File: config.mk
export PLATFORM = sky130hd
export DESIGN_NAME = printable_utf8_validator_core
export DESIGN_NICKNAME = d
export VERILOG_FILES = /design/src/rtl/core/puv_pkg.sv /design/src/rtl/core/printable_utf8_validator_core.sv
export SDC_FILE = /design/constraint.sdc
export NUM_CORES = 1
export LEC_CHECK = 0
export ABC_AREA = 1
export BUFFER_PORTS_ARGS = -buffer_cell sky130_fd_sc_hd__buf_2
export CORE_ASPECT_RATIO = 2
export CORE_MARGIN = 5
export CORE_UTILIZATION = 57
export DETAILED_ROUTE_END_ITERATION = 10
export PLACE_DENSITY = 0.79
export SYNTH_ARGS = -nofsm -noshare
export SYNTH_HDL_FRONTEND = slang
export SYNTH_SLANG_ARGS = --single-unit
File: constraint.sdc
create_clock -name clk -period 2.3 [get_ports clk]
set_input_delay 0.115 -clock clk [delete_from_list [all_inputs] [get_ports clk]]
set_output_delay 0.115 -clock clk [all_outputs]
set_load 0.1 [all_outputs]
File: src/rtl/core/puv_pkg.sv
// Shared constants for the printable UTF-8 validator.
package puv_pkg;

	// error kind codes
	localparam logic [2:0] KIND_NONE     = 3'd0;
	localparam logic [2:0] KIND_CONTROL  = 3'd1;
	localparam logic [2:0] KIND_BAD_LEAD = 3'd2;
	localparam logic [2:0] KIND_BAD_CONT = 3'd3;
	localparam logic [2:0] KIND_TRUNC    = 3'd4;

	// byte classes
	localparam logic [7:0] CTRL_LIMIT = 8'h20;
	localparam logic [7:0] DEL_CHAR   = 8'h7f;
	localparam logic [7:0] CONT_MASK  = 8'hc0;
	localparam logic [7:0] CONT_CODE  = 8'h80;
	localparam logic [7:0] LEAD2_MASK = 8'he0;
	localparam logic [7:0] LEAD2_CODE = 8'hc0;
	localparam logic [7:0] LEAD3_MASK = 8'hf0;
	localparam logic [7:0] LEAD3_CODE = 8'he0;
	localparam logic [7:0] LEAD4_MASK = 8'hf8;
	localparam logic [7:0] LEAD4_CODE = 8'hf0;

	// result beat layout
	localparam int RESULT_W = 12;
	localparam int M_DATA_W = 16;

endpackage

File: src/rtl/core/printable_utf8_validator_core.sv
// The result beat is registered and appears on m_axis in the cycle after the last byte is accepted.
// One byte per cycle unless a held result stalls; state updates as each byte is taken.
// The output register frees in the cycle its beat is taken, so bytes keep flowing.
// Reset: arst_n clears the string state and the output valid asynchronously.
// Positions saturate at min(MAX_LEN-1, 255); state returns to reset after each string.
module printable_utf8_validator_core #(
	parameter int MAX_LEN = 256
) (
	input  logic        clk,
	input  logic        arst_n,
	input  logic        s_axis_tvalid,
	output logic        s_axis_tready,
	input  logic [7:0]  s_axis_tdata,   // [7:0] text_byte
	input  logic        s_axis_tlast,   // last_byte
	output logic        m_axis_tvalid,
	input  logic        m_axis_tready,
	output logic [15:0] m_axis_tdata    // [0] is_valid, [3:1] error_kind, [11:4] error_pos
);

	localparam int POS_MAX_I = (MAX_LEN - 1 < 255) ? MAX_LEN - 1 : 255;
	localparam logic [7:0] POS_MAX = POS_MAX_I[7:0];

	// string state
	logic [7:0] idx_q;
	logic [1:0] cont_q;
	logic [7:0] seq_start_q;
	logic [2:0] kind_q;
	logic [7:0] epos_q;
	logic       tent_q;

	// next state
	logic [7:0] idx_d;
	logic [1:0] cont_d;
	logic [7:0] seq_start_d;
	logic [2:0] kind_d;
	logic [7:0] epos_d;
	logic       tent_d;

	// result beat
	logic [puv_pkg::RESULT_W-1:0] res_d;
	logic [puv_pkg::RESULT_W-1:0] res_q;
	logic                         out_valid_q;

	logic accept;

	assign s_axis_tready = !out_valid_q || m_axis_tready;
	assign accept        = s_axis_tvalid && s_axis_tready;

	// check one byte against the current sequence state
	always_comb begin
		logic [7:0] b;
		logic       final_err;
		logic [1:0] extra;
		logic [2:0] k;
		logic [7:0] p;
		b           = s_axis_tdata;
		final_err   = (kind_q != puv_pkg::KIND_NONE) && !tent_q;
		extra       = 2'd0;
		cont_d      = cont_q;
		seq_start_d = seq_start_q;
		kind_d      = kind_q;
		epos_d      = epos_q;
		tent_d      = tent_q;
		if ((b & puv_pkg::LEAD2_MASK) == puv_pkg::LEAD2_CODE) begin
			extra = 2'd1;
		end else if ((b & puv_pkg::LEAD3_MASK) == puv_pkg::LEAD3_CODE) begin
			extra = 2'd2;
		end else if ((b & puv_pkg::LEAD4_MASK) == puv_pkg::LEAD4_CODE) begin
			extra = 2'd3;
		end
		if (!final_err) begin
			if (cont_q != 2'd0) begin
				if ((b & puv_pkg::CONT_MASK) != puv_pkg::CONT_CODE
						&& kind_q == puv_pkg::KIND_NONE) begin
					kind_d = puv_pkg::KIND_BAD_CONT;
					epos_d = idx_q;
					tent_d = 1'b1;
				end
				cont_d = cont_q - 2'd1;
				if (cont_q == 2'd1) begin
					tent_d = 1'b0;
				end
			end else if (b < puv_pkg::CTRL_LIMIT || b == puv_pkg::DEL_CHAR) begin
				kind_d = puv_pkg::KIND_CONTROL;
				epos_d = idx_q;
				tent_d = 1'b0;
			end else if (b >= puv_pkg::CONT_CODE) begin
				if (extra == 2'd0) begin
					kind_d = puv_pkg::KIND_BAD_LEAD;
					epos_d = idx_q;
					tent_d = 1'b0;
				end else begin
					seq_start_d = idx_q;
					cont_d      = extra;
				end
			end
		end
		idx_d = (idx_q < POS_MAX) ? idx_q + 8'd1 : idx_q;

		// end of string: report truncation unless an error is already final
		k = kind_d;
		p = epos_d;
		if (!((kind_d != puv_pkg::KIND_NONE) && !tent_d) && cont_d != 2'd0) begin
			k = puv_pkg::KIND_TRUNC;
			p = seq_start_d;
		end
		res_d = {p, k, (k == puv_pkg::KIND_NONE)};
	end

	// advance string state on each accepted beat, clear after the last
	always_ff @(posedge clk or negedge arst_n) begin
		if (!arst_n) begin
			idx_q       <= '0;
			cont_q      <= '0;
			seq_start_q <= '0;
			kind_q      <= puv_pkg::KIND_NONE;
			epos_q      <= '0;
			tent_q      <= 1'b0;
		end else if (accept) begin
			if (s_axis_tlast) begin
				idx_q       <= '0;
				cont_q      <= '0;
				seq_start_q <= '0;
				kind_q      <= puv_pkg::KIND_NONE;
				epos_q      <= '0;
				tent_q      <= 1'b0;
			end else begin
				idx_q       <= idx_d;
				cont_q      <= cont_d;
				seq_start_q <= seq_start_d;
				kind_q      <= kind_d;
				epos_q      <= epos_d;
				tent_q      <= tent_d;
			end
		end
	end

	// hold the result beat until taken
	always_ff @(posedge clk or negedge arst_n) begin
		if (!arst_n) begin
			out_valid_q <= 1'b0;
		end else if (accept && s_axis_tlast) begin
			out_valid_q <= 1'b1;
		end else if (m_axis_tready) begin
			out_valid_q <= 1'b0;
		end
	end

	always_ff @(posedge clk) begin
		if (accept && s_axis_tlast) begin
			res_q <= res_d;
		end
	end

	assign m_axis_tvalid = out_valid_q;
	assign m_axis_tdata  = {{(puv_pkg::M_DATA_W - puv_pkg::RESULT_W){1'b0}}, res_q};

`ifndef NO_ASSERTIONS
	// state is clean after the last byte of a string
	a_clear_after_last: assert property (@(posedge clk) disable iff (!arst_n)
		accept && s_axis_tlast |=> idx_q == 8'd0 && cont_q == 2'd0
			&& kind_q == puv_pkg::KIND_NONE && !tent_q)
		else $error("string state not cleared after last beat");

	// a tentative error is always a bad continuation inside an open sequence
	a_tentative: assert property (@(posedge clk) disable iff (!arst_n)
		tent_q |-> kind_q == puv_pkg::KIND_BAD_CONT && cont_q != 2'd0)
		else $error("tentative error outside a sequence");

	// byte position never passes its saturation point
	a_idx_sat: assert property (@(posedge clk) disable iff (!arst_n)
		idx_q <= POS_MAX)
		else $error("byte index beyond saturation");

	// a valid result carries no error kind and no position
	a_valid_clean: assert property (@(posedge clk) disable iff (!arst_n)
		m_axis_tvalid && m_axis_tdata[0] |-> m_axis_tdata[11:1] == 11'd0)
		else $error("valid result carries an error");
`endif

endmodule
==> results of run 1 <==
flip-flops by register name, indices dropped and copies added, names as in the netlist:
register	count
res_q	12
kind_q	3
idx_q	8
cont_q	2
epos_q	8
seq_start_q	8
tent_q	1
m_axis_tvalid	1
where the power goes:
part	internal, mW	switching [mW]	leakage, nW
Clock	0.325	0.250	0.0524
Sequential	0.936	0.0736	0.534
Combinational	0.289	0.912	0.725
Total	1.55	1.24	1.31
Yosys cell counts:
cell type  count
nand3_2        2
conb_1         1
buf_4          5
inv_2          2
clkbuf_1       4
o21ai_2        9
o21ai_1        1
nand4_1        2
o21ai_0       18
nor3_4         1
nor3_1         4
nand2_4        2
inv_1         45
a31oi_2        1
xor2_1         3
nand2_2       11
nand3b_1       1
nand3_1       16
dfrtp_1       31
o22ai_1       12
buf_6          3
nor2_2         2
nand3_4        1
a32o_1         1
edfxtp_1      12
o211ai_1       2
o31ai_1        3
a31oi_1        2
ha_1           1
nor2_1        12
nand2_1       74
a21oi_1        7
worst register-to-register path: stages (launching register included):
cell and delay (ns):
dfrtp_1 0.40, nor2_1 0.33, nand2_1 0.17, inv_1 0.11, nand2_1 0.07, nand3_2 0.09
nand3_1 0.11, nand2_2 0.19, nand2_2 0.16, nand2_1 0.09, nand2_1 0.07
logic make-up after synthesis:
family | count (synthesis)
fa+ha+maj | 1
compound gates | 56
xor+xnor | 3
simple gates | 128
flops | 43
other cells | 1
buf+inv | 59
cell type report:
| type | instances | area (µm²) |
|---|---|---|
| tap | 52 | 65.1 |
| fill | 388 | 1410 |
| sequential | 43 | 1140 |
| inverter | 47 | 176 |
| multi-input combinational | 192 | 1020 |
| clock inverter | 1 | 30.0 |
| clock buffer | 7 | 76.3 |
| timing repair buffer | 31 | 170 |
per-stage QoR:
step / area, µm² / power (mW)
after CTS: 2670 / 2.79
after global placement: 2550 / 2.19
after detailed placement: 2550 / 2.21
final: 2670 / 2.79
after global routing: 2670 / 2.94
after floorplan: 2420 / 2.01
layout by cell type, fill, tap and decap left out, drive strengths merged:
master and n:
o211ai 2, nand4 2, nor2 14, nor3 5, inv 47, o31ai 3, xor2 3, a21oi 7
ha 1, dlygate4sd3 1, edfxtp 12, nand3b 1, buf 30, a31oi 3, clkbuf 7, bufinv 1
conb 4, nand3 19, a32o 1, nand2 87, dfrtp 31, o21ai 28, o22ai 12
metal layers:
metal / up-vias / track usage (%) / wire [µm]
met2: 50 / 39.6 / 3090
met1: 945 / 18.3 / 1900
met4: 0 / 17.6 / 365
li1: 994 / - / -
met3: 24 / 2.93 / 203
met5: - / 0 / 0
final timing paths:
kind / endpoint / slack, ns / cells past startpoint
max reg2reg: res_q[8]$_DFFE_PP_ / 0.24 / 10
min: m_axis_tvalid$_DFFE_PN0P_ / 0.06 / 4
min in group asynchronous: epos_q[5]$_DFFE_PN0P_ / 0.40 / 2
max in group asynchronous: m_axis_tvalid$_DFFE_PN0P_ / 1.42 / 2
min reg2reg: epos_q[6]$_DFFE_PN0P_ / 0.51 / 2
max: res_q[8]$_DFFE_PP_ / 0.24 / 10
timing repair:
| action | in CTS | in global routing |
|---|---|---|
| setup endpoints to repair | 0 | 1 |
| gates resized for setup | 0 | 1 |
| hold buffers | 1 | 0 |
| setup buffers | 0 | 0 |
| hold endpoints to repair | 31 | 0 |
==> results.cfg, run 1 <==
[timing]
worst_slack_ns = 0.241
fin_worst_skew_ns = 0.00694
finalHoldViolCount = 0
fmax_ghz = 0.486
post-route-min-period_ns = 2.06
tns_ns = 0
worst_pin_slew_ns = 0.692
hold-worst-slack_ns = 0.0634
fin_crit_sh_pct = 89.5
rsz0062_at_grt = false
drv_slew = 0
maxSlewHeadroom_pct = 53.9
setup_violations = 0

[pwr]
vdd_drop_max_mv = 0.702
p_per_area_nw_per_um2 = 1040
power_leakage_nw = 1.31

[placement]
dp_cells = 364
hpwl_mm = 4.15
gp_congestion = 0.888
post-place-ws_ns = 0.228
port-buffer-count = 26

[min_path]
hold_path_class = primary input to flip-flop
hp-start = m_axis_tready

[grt]
grt.total_usage_pct = 20.7
first_global_vias = 2022
grt_max_degree = 32
grt_pass1_wl_mm = 8.95
antenna_found_initial = 0
grt_overflow = 0

[final_layout]
fin_cells = 373
final_util_pct = 65.4
nets = 334
area_growth_pct = 11.5
drive_gt1_share_pct = 22.1
antenna_cells = 0

[critical_path]
critical-path-top-delay-family = simple AND/OR/NAND/NOR gates
start_kind = flip-flop
path_common_cell = nand2_1
crit_buf_inv = 1
cpMaxStageDelayCell = dfrtp_1
crit_chain = nor2_1, nand2_1, inv_1, nand2_1, nand3_2, nand3_1, nand2_2, nand2_2, nand2_1, nand2_1
cp-end-kind = flip-flop
slowest_delay_ns = 0.40
crit_arrival_ns = 2.10
worstPathRequired_ns = 2.34
crit_type = flip-flop to flip-flop
crit_start = cont_q[1]$_DFFE_PN0P_
timing.rr.start = cont_q[1]$_DFFE_PN0P_
cp_max_fo = 11

[yosys]
synth_xor_area_share_pct = 1.10
yosys.area_share.adder_pct = 0.522
synth.area.mux_share_pct = 0
ys_top_cells_by_area = dfrtp_1 (32%), edfxtp_1 (15%), nand2_1 (12%)
synth_cell_types = 32
synth-seq-cells = 43
synth-simple-area-share_pct = 25.0
yosysTopAreaCellShare_pct = 32.3
netlist_area_um2 = 2400
synth_compound_area_share_pct = 14.9
yosysSeqAreaShare_pct = 47.4
yosys_warnings = 0
syn_inst = 291
synth.avg_cell_area_um2 = 8.24
yosysTopAreaCell = dfrtp_1
synth_top_family_by_area = simple AND/OR/NAND/NOR gates

[drt]
vias_per_cell = 5.40
drt_iter0_markers = 78
routed_wl_mm = 5.56
firstDrtPassIters = 6
drc = 0
vias = 2013
wl_per_cell_um = 14.9
ant_nets = 0

[floorplan]
core_um2 = 4090
die_h_um = 102
ios = 31
die_x_um = 55.9
rows = 33
design.die.area_um2 = 5680
initial_core_util_pct = 58.7

[clock_tree]
cts_buffers = 5
cts_tree = built
cts_sinks = 43
cts_buffer_depth = 2
clkTransAtPathRegs_ns = 0.08
clkLatencyLatePin_ns = 0.30
clockRootBuffer = clkbuf_8
htreeDepth = 2

[run]
maxCapViolations = 0

[outcome]
status = completed
Power figures use the tool's default switching activity.
==> inputs of run 2 (changes only) <==
CORE_UTILIZATION = 55   (was 57)
==> run 2 against run 1 <==
Effect of this change: setup slack worse by 0.054 ns; critical path type unchanged; count of clock-buffer cells in the layout down 2; register-to-register slack worse by 0.05 ns; maximum frequency down 2.6%; utilization down 3.5 points; sequential power about the same.
==> results.cfg, run 2 (same netlist as run 1, synthesis figures left out) <==
[outcome]
status = completed

[placement]
post-place-ws_ns = 0.225
hpwl_mm = 4.27
dp_cells = 367
port-buffer-count = 26
place_area_um2 = 2560
gp_congestion = 0.897

[clock_tree]
cts_buffer_depth = 2
cts_tree = built
clkLatencyLatePin_ns = 0.30
clockRootBuffer = clkbuf_8
clkTransAtPathRegs_ns = 0.08
cts_sinks = 43
cts_resized = 0
cts_buffers = 5
htreeDepth = 2

[timing]
fin_crit_sh_pct = 91.9
finalHoldViolCount = 0
drv_slew = 0
worst_slack_ns = 0.187
fin_worst_skew_ns = 0.00464
fmax_ghz = 0.473
worst_pin_slew_ns = 0.707
tns_ns = 0
rsz0062_at_grt = false
setup_violations = 0
post-route-min-period_ns = 2.11
hold-worst-slack_ns = 0.0567
maxSlewHeadroom_pct = 52.8

[pwr]
p_per_area_nw_per_um2 = 1010
total_power_mw = 2.69
power_leakage_nw = 1.30
vdd_drop_max_mv = 0.606

[grt]
grt_overflow = 0
use_met2_pct = 35.7
grt.total_usage_pct = 20.7
grt_util_met3_pct = 3.11
first_global_vias = 2059
antenna_found_initial = 0
grt_use_met1_pct = 19.8
grt_pass1_wl_mm = 9.10
grt_max_degree = 32
grt_most_used_layer = met2

[final_layout]
n_fill_cell = 410
fin_area_um2 = 2660
area_growth_pct = 10.9
layout_commonest_cell = nand2_1
final_util_pct = 61.9
most-common-layout-cells = nand2_1 (73), inv_1 (45), dfrtp_1 (30), buf_2 (26), o21ai_0 (18)
top_register = res_q
nets = 335
fin_cells = 376
multi_input_area_um2 = 1020
drive_gt1_share_pct = 22.0
antenna_cells = 0
seq_area_um2 = 1140
largest_reg_flops = 12

[floorplan]
design.die.area_um2 = 5860
die_h_um = 103
ios = 31
die_x_um = 56.7
rows = 34
core_um2 = 4300
initial_core_util_pct = 55.8

[drt]
firstDrtPassIters = 4
ant_nets = 0
wl_per_cell_um = 14.8
drc = 0
drt_iter0_markers = 48
vias = 2045
routed_wl_mm = 5.56
vias_per_cell = 5.44

[critical_path]
worstPathRequired_ns = 2.36
cp_max_fo = 12
cp-end-kind = flip-flop
start_kind = flip-flop
crit_arrival_ns = 2.17
crit_chain = nor2_1, nand2_1, nand2_2, inv_1, nor2_1, nor2_1, a31oi_2, nand2_1, nand2_2, nand2_1
cpMaxStageDelayCell = dfrtp_1
crit_type = flip-flop to flip-flop
slowest_delay_ns = 0.42

[run]
maxCapViolations = 0

[min_path]
hold_path_class = primary input to flip-flop
-- run 2: layout make-up --
type                    count  area share (%)
well taps                  54            2.54
multi-input cells         192            38.2
clock buffers               5            2.59
repair buffers             32            6.68
inverters                  47            6.64
clock inverters             3           0.565
flip-flops and latches     43            42.8
-- run 2: worst max-delay path, delay by kind of cell, from the launching register on --
family,cells,cell delay [ns]
AND/OR/NAND/NOR,8,1.19
flip-flops,1,0.42
AO/OA/AOI/OAI,1,0.17
buffers and inverters,1,0.09
-- run 2: power by group --
| part | switching, mW | internal [mW] |
|---|---|---|
| combinational | 0.925 | 0.294 |
| clock | 0.264 | 0.206 |
| sequential | 0.0631 | 0.936 |
-- run 2: worst paths after layout --
path	start	end	slack [ns]	cells past startpoint
min in group asynchronous	arst_n	idx_q[7]$_DFFE_PN0P_	0.39	2
min	s_axis_tlast	idx_q[3]$_DFFE_PN0P_	0.06	2
max in group asynchronous	arst_n	m_axis_tvalid$_DFFE_PN0P_	1.42	2
min reg2reg	epos_q[6]$_DFFE_PN0P_	epos_q[6]$_DFFE_PN0P_	0.50	2
max reg2reg	kind_q[2]$_DFFE_PN0P_	res_q[3]$_DFFE_PP_	0.19	10
max	kind_q[2]$_DFFE_PN0P_	res_q[3]$_DFFE_PP_	0.19	10
-- run 2: what timing repair did --
action	CTS	global route
endpoints found under the hold margin	31	0
buffers inserted	0	0
hold buffers	1	0
-- run 2: layer usage --
| layer | up-vias | part of all wire [%] | wire length, µm |
|---|---|---|---|
| li1 | 998 | - | - |
| met1 | 961 | 34 | 1880 |
| met2 | 57 | 53 | 2970 |
| met3 | 29 | 3.3 | 183 |
| met4 | 0 | 9.4 | 523 |
| met5 | - | 0 | 0 |
